`src/bgd_pkg.sv`:
```
// ----------------------------------------------------------------------------
// bgd_pkg
// Shared types and constants for the button gesture detector.
// ----------------------------------------------------------------------------
package bgd_pkg;

    // width of the hold and since-first-press tick counters (8 to 32)
    localparam int TIME_WIDTH = 16;

    localparam int DEB_WIDTH  = 8;
    localparam int LONG_WIDTH = 16;
    localparam int WIN_WIDTH  = 16;

    // compare width wide enough for both counters and registers
    localparam int CMP_WIDTH  = (TIME_WIDTH > 16) ? TIME_WIDTH : 16;

    localparam int CFG_DATA_WIDTH = 16;
    localparam int CFG_IDX_WIDTH  = 2;

    localparam logic [CFG_IDX_WIDTH-1:0] REG_DEBOUNCE_TICKS      = 2'd0;
    localparam logic [CFG_IDX_WIDTH-1:0] REG_LONG_PRESS_TICKS    = 2'd1;
    localparam logic [CFG_IDX_WIDTH-1:0] REG_DOUBLE_CLICK_WINDOW = 2'd2;

    localparam logic [DEB_WIDTH-1:0]  DEBOUNCE_RESET = 8'd10;
    localparam logic [LONG_WIDTH-1:0] LONG_RESET     = 16'd2000;
    localparam logic [WIN_WIDTH-1:0]  WINDOW_RESET   = 16'd400;

    typedef struct packed {
        logic [DEB_WIDTH-1:0]  debounce_ticks;
        logic [LONG_WIDTH-1:0] long_press_ticks;
        logic [WIN_WIDTH-1:0]  double_click_window;
    } cfg_t;

    typedef struct packed {
        logic pressed_now;
        logic click_pulse;
        logic long_press_pulse;
        logic double_click_pulse;
    } result_t;

endpackage

```
`src/bgd_core.sv`:
```
// ----------------------------------------------------------------------------
// bgd_core
// Gesture state registers and the single-tick update logic: debounce,
// click, long-press and double-click detection.
// ----------------------------------------------------------------------------
module bgd_core (
    input  logic             aclk,
    input  logic             aresetn,
    input  logic             step_en,
    input  logic             pin_level,
    input  bgd_pkg::cfg_t    cfg,
    output bgd_pkg::result_t result
);
    import bgd_pkg::*;

    localparam logic [TIME_WIDTH-1:0] TIME_MAX = {TIME_WIDTH{1'b1}};
    localparam logic [DEB_WIDTH-1:0]  DEB_MAX  = {DEB_WIDTH{1'b1}};

    logic                  stable_pressed_reg, stable_pressed_next;
    logic [DEB_WIDTH-1:0]  debounce_count_reg, debounce_count_next;
    logic [TIME_WIDTH-1:0] hold_count_reg, hold_count_next;
    logic                  long_reported_reg, long_reported_next;
    logic                  first_pending_reg, first_pending_next;
    logic [TIME_WIDTH-1:0] since_first_reg, since_first_next;
    logic                  second_cand_reg, second_cand_next;

    logic                  raw;
    logic [DEB_WIDTH-1:0]  deb_inc;
    logic [TIME_WIDTH-1:0] since_inc;
    logic [TIME_WIDTH-1:0] hold_inc;
    logic [CMP_WIDTH-1:0]  window_ext;
    logic [CMP_WIDTH-1:0]  long_ext;
    logic                  click, lng, dbl;

    assign raw        = ~pin_level;
    assign deb_inc    = (debounce_count_reg == DEB_MAX) ? DEB_MAX : debounce_count_reg + 1'b1;
    assign since_inc  = (since_first_reg == TIME_MAX) ? TIME_MAX : since_first_reg + 1'b1;
    assign hold_inc   = (hold_count_reg == TIME_MAX) ? TIME_MAX : hold_count_reg + 1'b1;
    assign window_ext = CMP_WIDTH'(cfg.double_click_window);
    assign long_ext   = CMP_WIDTH'(cfg.long_press_ticks);

    always_comb begin
        stable_pressed_next = stable_pressed_reg;
        debounce_count_next = debounce_count_reg;
        hold_count_next     = hold_count_reg;
        long_reported_next  = long_reported_reg;
        first_pending_next  = first_pending_reg;
        since_first_next    = since_inc;
        second_cand_next    = second_cand_reg;
        click               = 1'b0;
        lng                 = 1'b0;
        dbl                 = 1'b0;

        if (!stable_pressed_reg) begin
            if (raw) begin
                if (deb_inc >= cfg.debounce_ticks) begin
                    stable_pressed_next = 1'b1;
                    debounce_count_next = '0;
                    click               = 1'b1;
                    hold_count_next     = TIME_WIDTH'(1);
                    long_reported_next  = 1'b0;
                    if (first_pending_reg && (CMP_WIDTH'(since_inc) <= window_ext)) begin
                        second_cand_next = 1'b1;
                    end else begin
                        // this press starts a fresh window
                        second_cand_next   = 1'b0;
                        first_pending_next = 1'b0;
                        since_first_next   = '0;
                    end
                end else begin
                    debounce_count_next = deb_inc;
                end
            end else begin
                debounce_count_next = '0;
            end
        end else if (raw) begin
            hold_count_next = hold_inc;
        end else begin
            // release takes effect at once
            stable_pressed_next = 1'b0;
            hold_count_next     = '0;
            long_reported_next  = 1'b0;
            if (second_cand_reg) begin
                dbl                = 1'b1;
                first_pending_next = 1'b0;
                second_cand_next   = 1'b0;
            end else if (CMP_WIDTH'(since_inc) <= window_ext) begin
                first_pending_next = 1'b1;
            end
        end

        if (stable_pressed_next && !long_reported_next &&
            (CMP_WIDTH'(hold_count_next) >= long_ext)) begin
            lng                = 1'b1;
            long_reported_next = 1'b1;
        end

        // pending first press expires once the window has passed
        if (first_pending_next && !second_cand_next &&
            (CMP_WIDTH'(since_first_next) > window_ext)) begin
            first_pending_next = 1'b0;
        end
    end

    assign result.pressed_now        = raw;
    assign result.click_pulse        = click;
    assign result.long_press_pulse   = lng;
    assign result.double_click_pulse = dbl;

    always_ff @(posedge aclk) begin
        if (!aresetn) begin
            stable_pressed_reg <= 1'b0;
            debounce_count_reg <= '0;
            hold_count_reg     <= '0;
            long_reported_reg  <= 1'b0;
            first_pending_reg  <= 1'b0;
            since_first_reg    <= '0;
            second_cand_reg    <= 1'b0;
        end else if (step_en) begin
            stable_pressed_reg <= stable_pressed_next;
            debounce_count_reg <= debounce_count_next;
            hold_count_reg     <= hold_count_next;
            long_reported_reg  <= long_reported_next;
            first_pending_reg  <= first_pending_next;
            since_first_reg    <= since_first_next;
            second_cand_reg    <= second_cand_next;
        end
    end

`ifndef SYNTHESIS
    // a confirmed press always carries a nonzero hold count
    assert property (@(posedge aclk) disable iff (!aresetn)
        stable_pressed_reg |-> (hold_count_reg != '0))
        else $error("bgd_core: confirmed press with zero hold count");

    // released state keeps hold count and long flag clear
    assert property (@(posedge aclk) disable iff (!aresetn)
        !stable_pressed_reg |-> (hold_count_reg == '0) && !long_reported_reg)
        else $error("bgd_core: stale hold state while released");

    // a second-press candidate implies a pending first press
    assert property (@(posedge aclk) disable iff (!aresetn)
        second_cand_reg |-> first_pending_reg)
        else $error("bgd_core: second candidate without first press");

    // debounce counting only while not confirmed
    assert property (@(posedge aclk) disable iff (!aresetn)
        stable_pressed_reg |-> (debounce_count_reg == '0))
        else $error("bgd_core: debounce count while confirmed");
`endif

endmodule

```
`src/button_gesture_detector.sv`:
```
// ----------------------------------------------------------------------------
// button_gesture_detector
// Debounced button with click, long-press and double-click pulses.
// ----------------------------------------------------------------------------
// One input item is one millisecond tick carrying the raw active-low pin
// level; every item yields exactly one result item with the raw pressed
// state and the three gesture pulses. An item is taken every cycle: the
// tick update is a single pass of counter logic into the state registers,
// and the result sits in an output register, so s_ready only drops while a
// result is held and m_ready is low. The user must write registers through
// cfg_wen/cfg_idx/cfg_wdata while no tick is in flight; no check enforces it.
// ----------------------------------------------------------------------------
module button_gesture_detector (
    input  logic                                aclk,
    input  logic                                aresetn,
    input  logic                                cfg_wen,
    input  logic [bgd_pkg::CFG_IDX_WIDTH-1:0]   cfg_idx,
    input  logic [bgd_pkg::CFG_DATA_WIDTH-1:0]  cfg_wdata,
    input  logic                                s_valid,
    output logic                                s_ready,
    input  logic                                s_pin_level,
    output logic                                m_valid,
    input  logic                                m_ready,
    output logic                                m_pressed_now,
    output logic                                m_click_pulse,
    output logic                                m_long_press_pulse,
    output logic                                m_double_click_pulse
);
    import bgd_pkg::*;

    cfg_t    cfg_reg;
    result_t core_result;
    result_t result_reg;
    logic    m_valid_reg, m_valid_next;
    logic    step;

    always_ff @(posedge aclk) begin
        if (!aresetn) begin
            cfg_reg.debounce_ticks      <= DEBOUNCE_RESET;
            cfg_reg.long_press_ticks    <= LONG_RESET;
            cfg_reg.double_click_window <= WINDOW_RESET;
        end else if (cfg_wen) begin
            unique case (cfg_idx)
                REG_DEBOUNCE_TICKS:
                    cfg_reg.debounce_ticks <= cfg_wdata[DEB_WIDTH-1:0];
                REG_LONG_PRESS_TICKS:
                    cfg_reg.long_press_ticks <= cfg_wdata[LONG_WIDTH-1:0];
                REG_DOUBLE_CLICK_WINDOW:
                    cfg_reg.double_click_window <= cfg_wdata[WIN_WIDTH-1:0];
                default: begin
                end
            endcase
        end
    end

    assign s_ready = !m_valid_reg || m_ready;
    assign step    = s_valid && s_ready;

    bgd_core u_core (
        .aclk      (aclk),
        .aresetn   (aresetn),
        .step_en   (step),
        .pin_level (s_pin_level),
        .cfg       (cfg_reg),
        .result    (core_result)
    );

    always_comb begin
        m_valid_next = m_valid_reg;
        if (step) begin
            m_valid_next = 1'b1;
        end else if (m_ready) begin
            m_valid_next = 1'b0;
        end
    end

    always_ff @(posedge aclk) begin
        if (!aresetn) begin
            m_valid_reg <= 1'b0;
        end else begin
            m_valid_reg <= m_valid_next;
        end
    end

    // result payload needs no reset
    always_ff @(posedge aclk) begin
        if (step) begin
            result_reg <= core_result;
        end
    end

    assign m_valid              = m_valid_reg;
    assign m_pressed_now        = result_reg.pressed_now;
    assign m_click_pulse        = result_reg.click_pulse;
    assign m_long_press_pulse   = result_reg.long_press_pulse;
    assign m_double_click_pulse = result_reg.double_click_pulse;

`ifndef SYNTHESIS
    // a click is only reported on a pressed tick
    assert property (@(posedge aclk) disable iff (!aresetn)
        m_valid && m_click_pulse |-> m_pressed_now)
        else $error("button_gesture_detector: click on released tick");

    // a double click is only reported on a release tick
    assert property (@(posedge aclk) disable iff (!aresetn)
        m_valid && m_double_click_pulse |-> !m_pressed_now)
        else $error("button_gesture_detector: double click on pressed tick");

    // an accepted tick always shows up as a result in the next cycle
    assert property (@(posedge aclk) disable iff (!aresetn)
        s_valid && s_ready |=> m_valid)
        else $error("button_gesture_detector: accepted tick gave no result");
`endif

endmodule
```
`config.mk`:
```
export PLATFORM = sky130hd
export DESIGN_NAME = button_gesture_detector
export DESIGN_NICKNAME = d
export VERILOG_FILES = /design/src/bgd_pkg.sv /design/src/bgd_core.sv /design/src/button_gesture_detector.sv
export SDC_FILE = /design/constraint.sdc
export NUM_CORES = 1
export LEC_CHECK = 0
export BUFFER_PORTS_ARGS = -buffer_cell sky130_fd_sc_hd__buf_2
export CORE_MARGIN = 4
export CORE_UTILIZATION = 62
export CTS_BUF_LIST = sky130_fd_sc_hd__clkbuf_16
export DETAILED_ROUTE_END_ITERATION = 10
export PLACE_DENSITY = 0.78
export SETUP_SLACK_MARGIN = 0.3
export SLEW_MARGIN = 20
export SYNTH_ARGS = -nofsm -noshare
export SYNTH_HDL_FRONTEND = slang
export SYNTH_SLANG_ARGS = --single-unit
```
`constraint.sdc`:
```
create_clock -name aclk -period 6.2 [get_ports aclk]
set_clock_uncertainty 0.1 [all_clocks]
set_input_delay 0.93 -clock aclk [delete_from_list [all_inputs] [get_ports aclk]]
set_output_delay 0.93 -clock aclk [all_outputs]
set_load 0.03 [all_outputs]
```
**Word-level counts from Yosys, hierarchy flattened**

Cells that the tools add are included.

- Bits in registers: 89
- ROM bits: 0
- RAM bits: 0
- Word-level logic and storage cells: 85
- Bits in latches: 0
- Output and inout bits: 6
- Memories kept: 0

- Reductions and logical operators: 17
- Mux-type cells: 39
- Equal/unequal tests: 5
- Shifts and indexed selects: 0
- Bitwise logic cells: 2
- $add $sub $neg: 3
- Order comparisons: 4
- $mul: 0
- Div/mod/pow operators: 0

Operator list:

| cell | number |
|---|---|
| $mux W16 | 10 |
| $add A16 B1 Y16 const B | 2 |
| $eq A16 B16 Y1 const B | 2 |
| $mux W1 | 26 |
| $mux W8 | 3 |
| $ge A16 B16 Y1 | 1 |
| $gt A16 B16 Y1 | 1 |
| $le A16 B16 Y1 | 1 |
| $reduce_and A2 Y1 | 5 |
| $add A8 B1 Y8 const B | 1 |
| $eq A8 B8 Y1 const B | 1 |
| $ge A8 B8 Y1 | 1 |
| $logic_and A1 B1 Y1 | 6 |
| $logic_not A1 Y1 | 3 |
| $eq A2 B1 Y1 const B | 1 |
| $eq A2 B2 Y1 const B | 1 |
| $logic_not A2 Y1 | 1 |
| $not A1 Y1 | 2 |
| $reduce_bool A2 Y1 | 1 |
| $logic_or A1 B1 Y1 | 1 |

**Logic depth before layout (Yosys ltp)**

- Depth after elaboration: 12
- Gate-level depth with buffers: 24

**Hierarchy**

A second synthesis with hierarchy kept.

- Cells, all modules: 713
- Area, all modules: 5933.2 µm²

Modules (own cells, without submodules):

| module | area an instance (µm²) | cells an instance | seq. area each (µm²) | instances |
|---|---|---|---|---|
| bgd_core | 4182.8 | 546 | 880.8 | 1 |
| button_gesture_detector | 1750.4 | 167 | 940.9 | 1 |

**Least setup slack after synthesis**

OpenSTA, ideal clock, no wires.

- Path kind: register -> register
- Start: register u_core.since_first_reg[0]
- End: register u_core.first_pending_reg
- Period minus slack after synthesis: 4.370 ns
- Arrival time: 4.210 ns
- Slack: 1.830 ns
- Setup time: 0.060 ns
- Required time: 6.040 ns
- Path buffers: 4
- Stages on the path, launching flop included: 24
- Path through: dfxtp_1 -> ha_1 -> and3_1 -> clkbuf_1 -> nand2_1 -> nor2_1 -> clkbuf_1 -> nor2_1 -> inv_1 -> ha_1 -> nor2b_1 -> o211ai_1 -> a2111o_1 -> a32oi_1 -> and2_0 -> clkbuf_1 -> buf_2 -> nor2_1 -> ha_1 -> a21o_1 -> a2111oi_0 -> o21ai_0 -> a31oi_1 -> o311a_1

RTL lines:

| element | RTL line | text |
|---|---|---|
| start: declaration | bgd_core.sv:24 | `logic [TIME_WIDTH-1:0] since_first_reg, since_first_next;` |
| start signal: assignment | bgd_core.sv:125 | `since_first_reg <= since_first_next;` |
| $add A16 B1 Y16 / $eq A16 B16 Y1 (equally long branches) | bgd_core.sv:37 | `assign since_inc = (since_first_reg == TIME_MAX) ? TIME_MAX : since_first_reg + 1'b1;` |
| $mux W16 * | bgd_core.sv:37 |  |
| $le A16 B16 Y1 | bgd_core.sv:62 | `if (first_pending_reg && (CMP_WIDTH'(since_inc) <= window_ext)) begin` |
| $logic_and A1 B1 Y1 | bgd_core.sv:62 |  |
| $mux W16 | bgd_core.sv:62 |  |
| $mux W16 | bgd_core.sv:56 | `if (deb_inc >= cfg.debounce_ticks) begin` |
| $mux W16 | bgd_core.sv:55 | `if (raw) begin` |
| $mux W16 * | bgd_core.sv:54 | `if (!stable_pressed_reg) begin` |
| net u_core.since_first_next[2] | bgd_core.sv:24 |  |
| $gt A16 B16 Y1 * | bgd_core.sv:100 | `(CMP_WIDTH'(since_first_next) > window_ext)) begin` |
| $logic_and A1 B1 Y1 * | bgd_core.sv:99 | `if (first_pending_next && !second_cand_next &&` |
| $mux W1 * | bgd_core.sv:99 |  |
| end signal: assignment | bgd_core.sv:124 | `first_pending_reg <= first_pending_next;` |
| end: declaration | bgd_core.sv:23 | `logic first_pending_reg, first_pending_next;` |

Mark *: on every way through the listed nets, which the timed path passes. The rest lies on a longest branch.
A chain may end at the register's enable or synchronous reset.

**Final worst setup path**

- Start: register u_core.since_first_reg[7]
- End: register u_core.first_pending_reg

The elaborated chain is that of the path after synthesis.

==> impl_results.md <==
* Fin. Hold Viols at 0
* P per Cell Area at approximately 200 nW/µm²
* Crit-path leading delay family: simple AND/OR/NAND/NOR gates
* WL final at 15,150 µm
* Ys async rst share at 0
* Worst-path fanout max at 24
* Largest net degree at the start of global routing at between 50 and 60
* Global Route Usage Sum at 0.2764
* Clock power share at 0.433
* Dpl hpwl at around 11,000 µm
* Fraction of layout cells with a size suffix above 1 at 0.08974
* I/O Buffers at 29
* Most frequent cells after synthesis: 101 x nand2_1, 85 x dfxtp_1, 82 x nor2_1, 67 x a21oi_1, 65 x inv_1
* Worst slew pin tran at 0.9797 ns
* Pint at 0.0009292 W
* First DRT Iteration DRCs at 359
* Clock sink count at 89
* Worst EP arrival at 5.62 ns
* Die height at 104.8 µm
* HP Start: cfg_reg[12]$_SDFFE_PN0P_
* Synth warn at 0
* Remaining global-route overflow at 0
* Top cells by area, synth: dfxtp_1 29%, ha_1 13%, nand2_1 6.5%
* Minimum clock period at approximately 5.4 ns
* Crit-path most repeated cell: nor2_1
* First-pass DRT Iterations at 5
* Total die area at 10,970 µm²
* Area Overhead vs Synth at 7.868%
* Metal2 WL at between 6000 and 7000 µm
* Unrepaired setup endpoints after global routing: false
* Crit-path slowest cell: and2_1
* Peak VDD IR at 0.0001253 V
* IO Pins at 30
* Multi-input logic area at around 3500 µm²
* Crit. End Element: register
* H-tree levels at 3
* Most frequent cell after synthesis: nand2_1
* Crit path launch: u_core.since_first_reg[7]$_SDFFE_PN0P_
* Critical path depth at 18
* Max-slew headroom at 0.3469
* Seq/Total Area, Yosys at 0.3139
* Sequential power share at 0.472
* Clock transition at path regs at 0.07 ns
* GP Congestion at around 0.93
* # resized after CTS at 0
* CTS tree: built
* Max Used Layer: met4
* Placeable Area at between 9000 and 10,000 µm²
* Combinational Power Share at 0.095
* FMAX at approximately 180 MHz
* Mapped Nets at 849
* DRC at 0
* Post-synth top area share at 0.2932
* Vias in the first global route at about 5,000
* Max reg flops at 40
* Worst Hold Slack at roughly 0.36 ns
* Post-DRT Antenna Nets at 0
* Final worst path period share at 0.8764
* Outcome: finished, final reports clean
* Number of distinct library cells after synthesis at 66
* Hold depth at 2
* Die width at between 100 and 150 µm
* Req. time, crit path at 6.39 ns
* NetSw at 0.0003334 W
* Startpoint of the worst register-to-register path: u_core.since_first_reg[7]$_SDFFE_PN0P_
* Post-Synthesis Cells at ~770
* Final Net Count at 858
* Leak pwr at 2.740 nW
* Kind of critical path: register to register
* # hold bufs at CTS at 0
* Post-Route M1 WL at 6917 µm
* Yosys reg bits at 89
* Worst path max stage delay at 0.69 ns
* Length of routed met3 wiring at 1199 µm
* Initial Util at 0.6312
* Root Buffer: clkbuf_16
* Initial antenna violation count at 0
* Switching share of power at 0.2640
* Hold crit path type: register to register
* First-pass GRT wire length at roughly 25,000 µm
* Num CTS Buffers at 9
* Startpoint Class: register
* Crit path cell chain: and4_1 -> and4_1 -> nand2_1 -> nor2_1 -> nor2_1 -> inv_1 -> ha_1 -> nand4_1 -> a2111o_1 -> a32oi_1 -> and2_1 -> nor2_1 -> ha_1 -> a21o_1 -> a2111oi_0 -> o21ai_0 -> a31oi_1 -> o311a_1
* Syn_area_per_cell at 7.577 µm²
* FILL cells at 788
* CP bufs+invs at 1
* Diode count at 0
* Number of synthesized flops with an enable pin at 4
* Yosys top cell by area: dfxtp_1
* Sequential Area at 1822 µm²
* Worst-case clock buffer depth at 2
* Via count at 5,644
* Routed len/inst at 17.00 µm
* Main synth FF type: dfxtp_1
* Slew Viols, Final at 0
* Setup bufs post-CTS at 0
* Clk Latency, worst-skew pair at approximately 0.35 ns
* Final setup violation count at 0
* Via-to-Cell Ratio at around 6.3
* Mapped Area at roughly 5800 µm²
* R2R depth at 18
* Setup Total Neg Slack at 0 ns
* Num rows at 35
* MaxCap Viol Count at 0
-- stage by stage --
step / area, µm² / worst slack, ns / util / cells / power [W]
finish: 6261 / 0.7661 / 0.6808 / 891 / 0.001263
global route: 6261 / 0.3181 / 0.6808 / 891 / 0.001307
CTS: 6259 / 0.5540 / 0.6805 / 891 / 0.001265
detailed placement: 5961 / 0.5565 / 0.6482 / 875 / 0.0007271
global placement: 5961 / 0.8201 / 0.6482 / 875 / 0.0007228
floorplan: 5804 / 1.830 / - / 766 / 0.0006899
-- logic make-up after synthesis --
kind of cell,synth area share
adders and majority gates,0.1272
AOI/OAI and AO/OA,0.2242
buffers and inverters,0.07501
and+or+nand+nor,0.2365
xor gates and xnor gates,0.01811
DFF,0.3139
muxes,0.005174
-- metal layers --
layer	GRT usage	up-vias
met1	0.3952	2647
met2	0.4189	233
li1	-	2727
met4	0.08903	0
met5	0	-
met3	0.05374	37
-- worst paths after layout --
| check | endpoint | slack [ns] |
|---|---|---|
| worst min-delay path | cfg_reg[12]$_SDFFE_PN0P_ | 0.36 |
| worst min register to register | cfg_reg[12]$_SDFFE_PN0P_ | 0.36 |
| worst max register to register | u_core.first_pending_reg$_SDFFE_PN0P_ | 0.77 |
| worst max-delay path | u_core.first_pending_reg$_SDFFE_PN0P_ | 0.77 |
-- tightest hold or removal path, delay by kind of cell (launching register included) --
| kind | cells | cell delay, ns |
|---|---|---|
| flops | 1 | 0.31 |
| simple gates | 1 | 0.05 |
| compound gates | 1 | 0.05 |
-- area by class of cell --
cell class | instances | area share
inverters | 66 | 0.03957
multi-input cells | 572 | 0.5669
well taps | 111 | 0.02218
repair buffers | 37 | 0.03277
flip-flops and latches | 89 | 0.2910
clock buffers | 10 | 0.03997
clock inverters | 6 | 0.007594
-- placed cells by master (no fill, tap or decap), drive strengths merged, types with 3 or more instances in the layout --
cell type / n
nand2: 101
dfxtp: 85
nor2: 82
inv: 70
a21oi: 67
ha: 59
nand3: 47
buf: 37
o21ai: 35
o31ai: 17
o211ai: 13
nor3: 13
a21o: 12
nand4: 10
xnor2: 10
a22oi: 10
clkbuf: 10
and3: 10
a31oi: 8
nand2b: 7
a211oi: 6
nor4: 5
nor2b: 5
o21a: 4
and4: 4
edfxtp: 4
a2111oi: 3
a22o: 3
o22ai: 3
or2: 3
mux2i: 3
o41ai: 3
-- power groups by stage --
stage               Combinational (W)  Clock (W)  Sequential, W
finish                       0.000120   0.000547       0.000596
global route                 0.000134   0.000576       0.000597
CTS                          0.000119   0.000551       0.000596
detailed placement           0.000118          0       0.000609
global placement             0.000115          0       0.000608
floorplan                   0.0000793          0       0.000611
No activity file was read; power rests on OpenSTA's default activity.
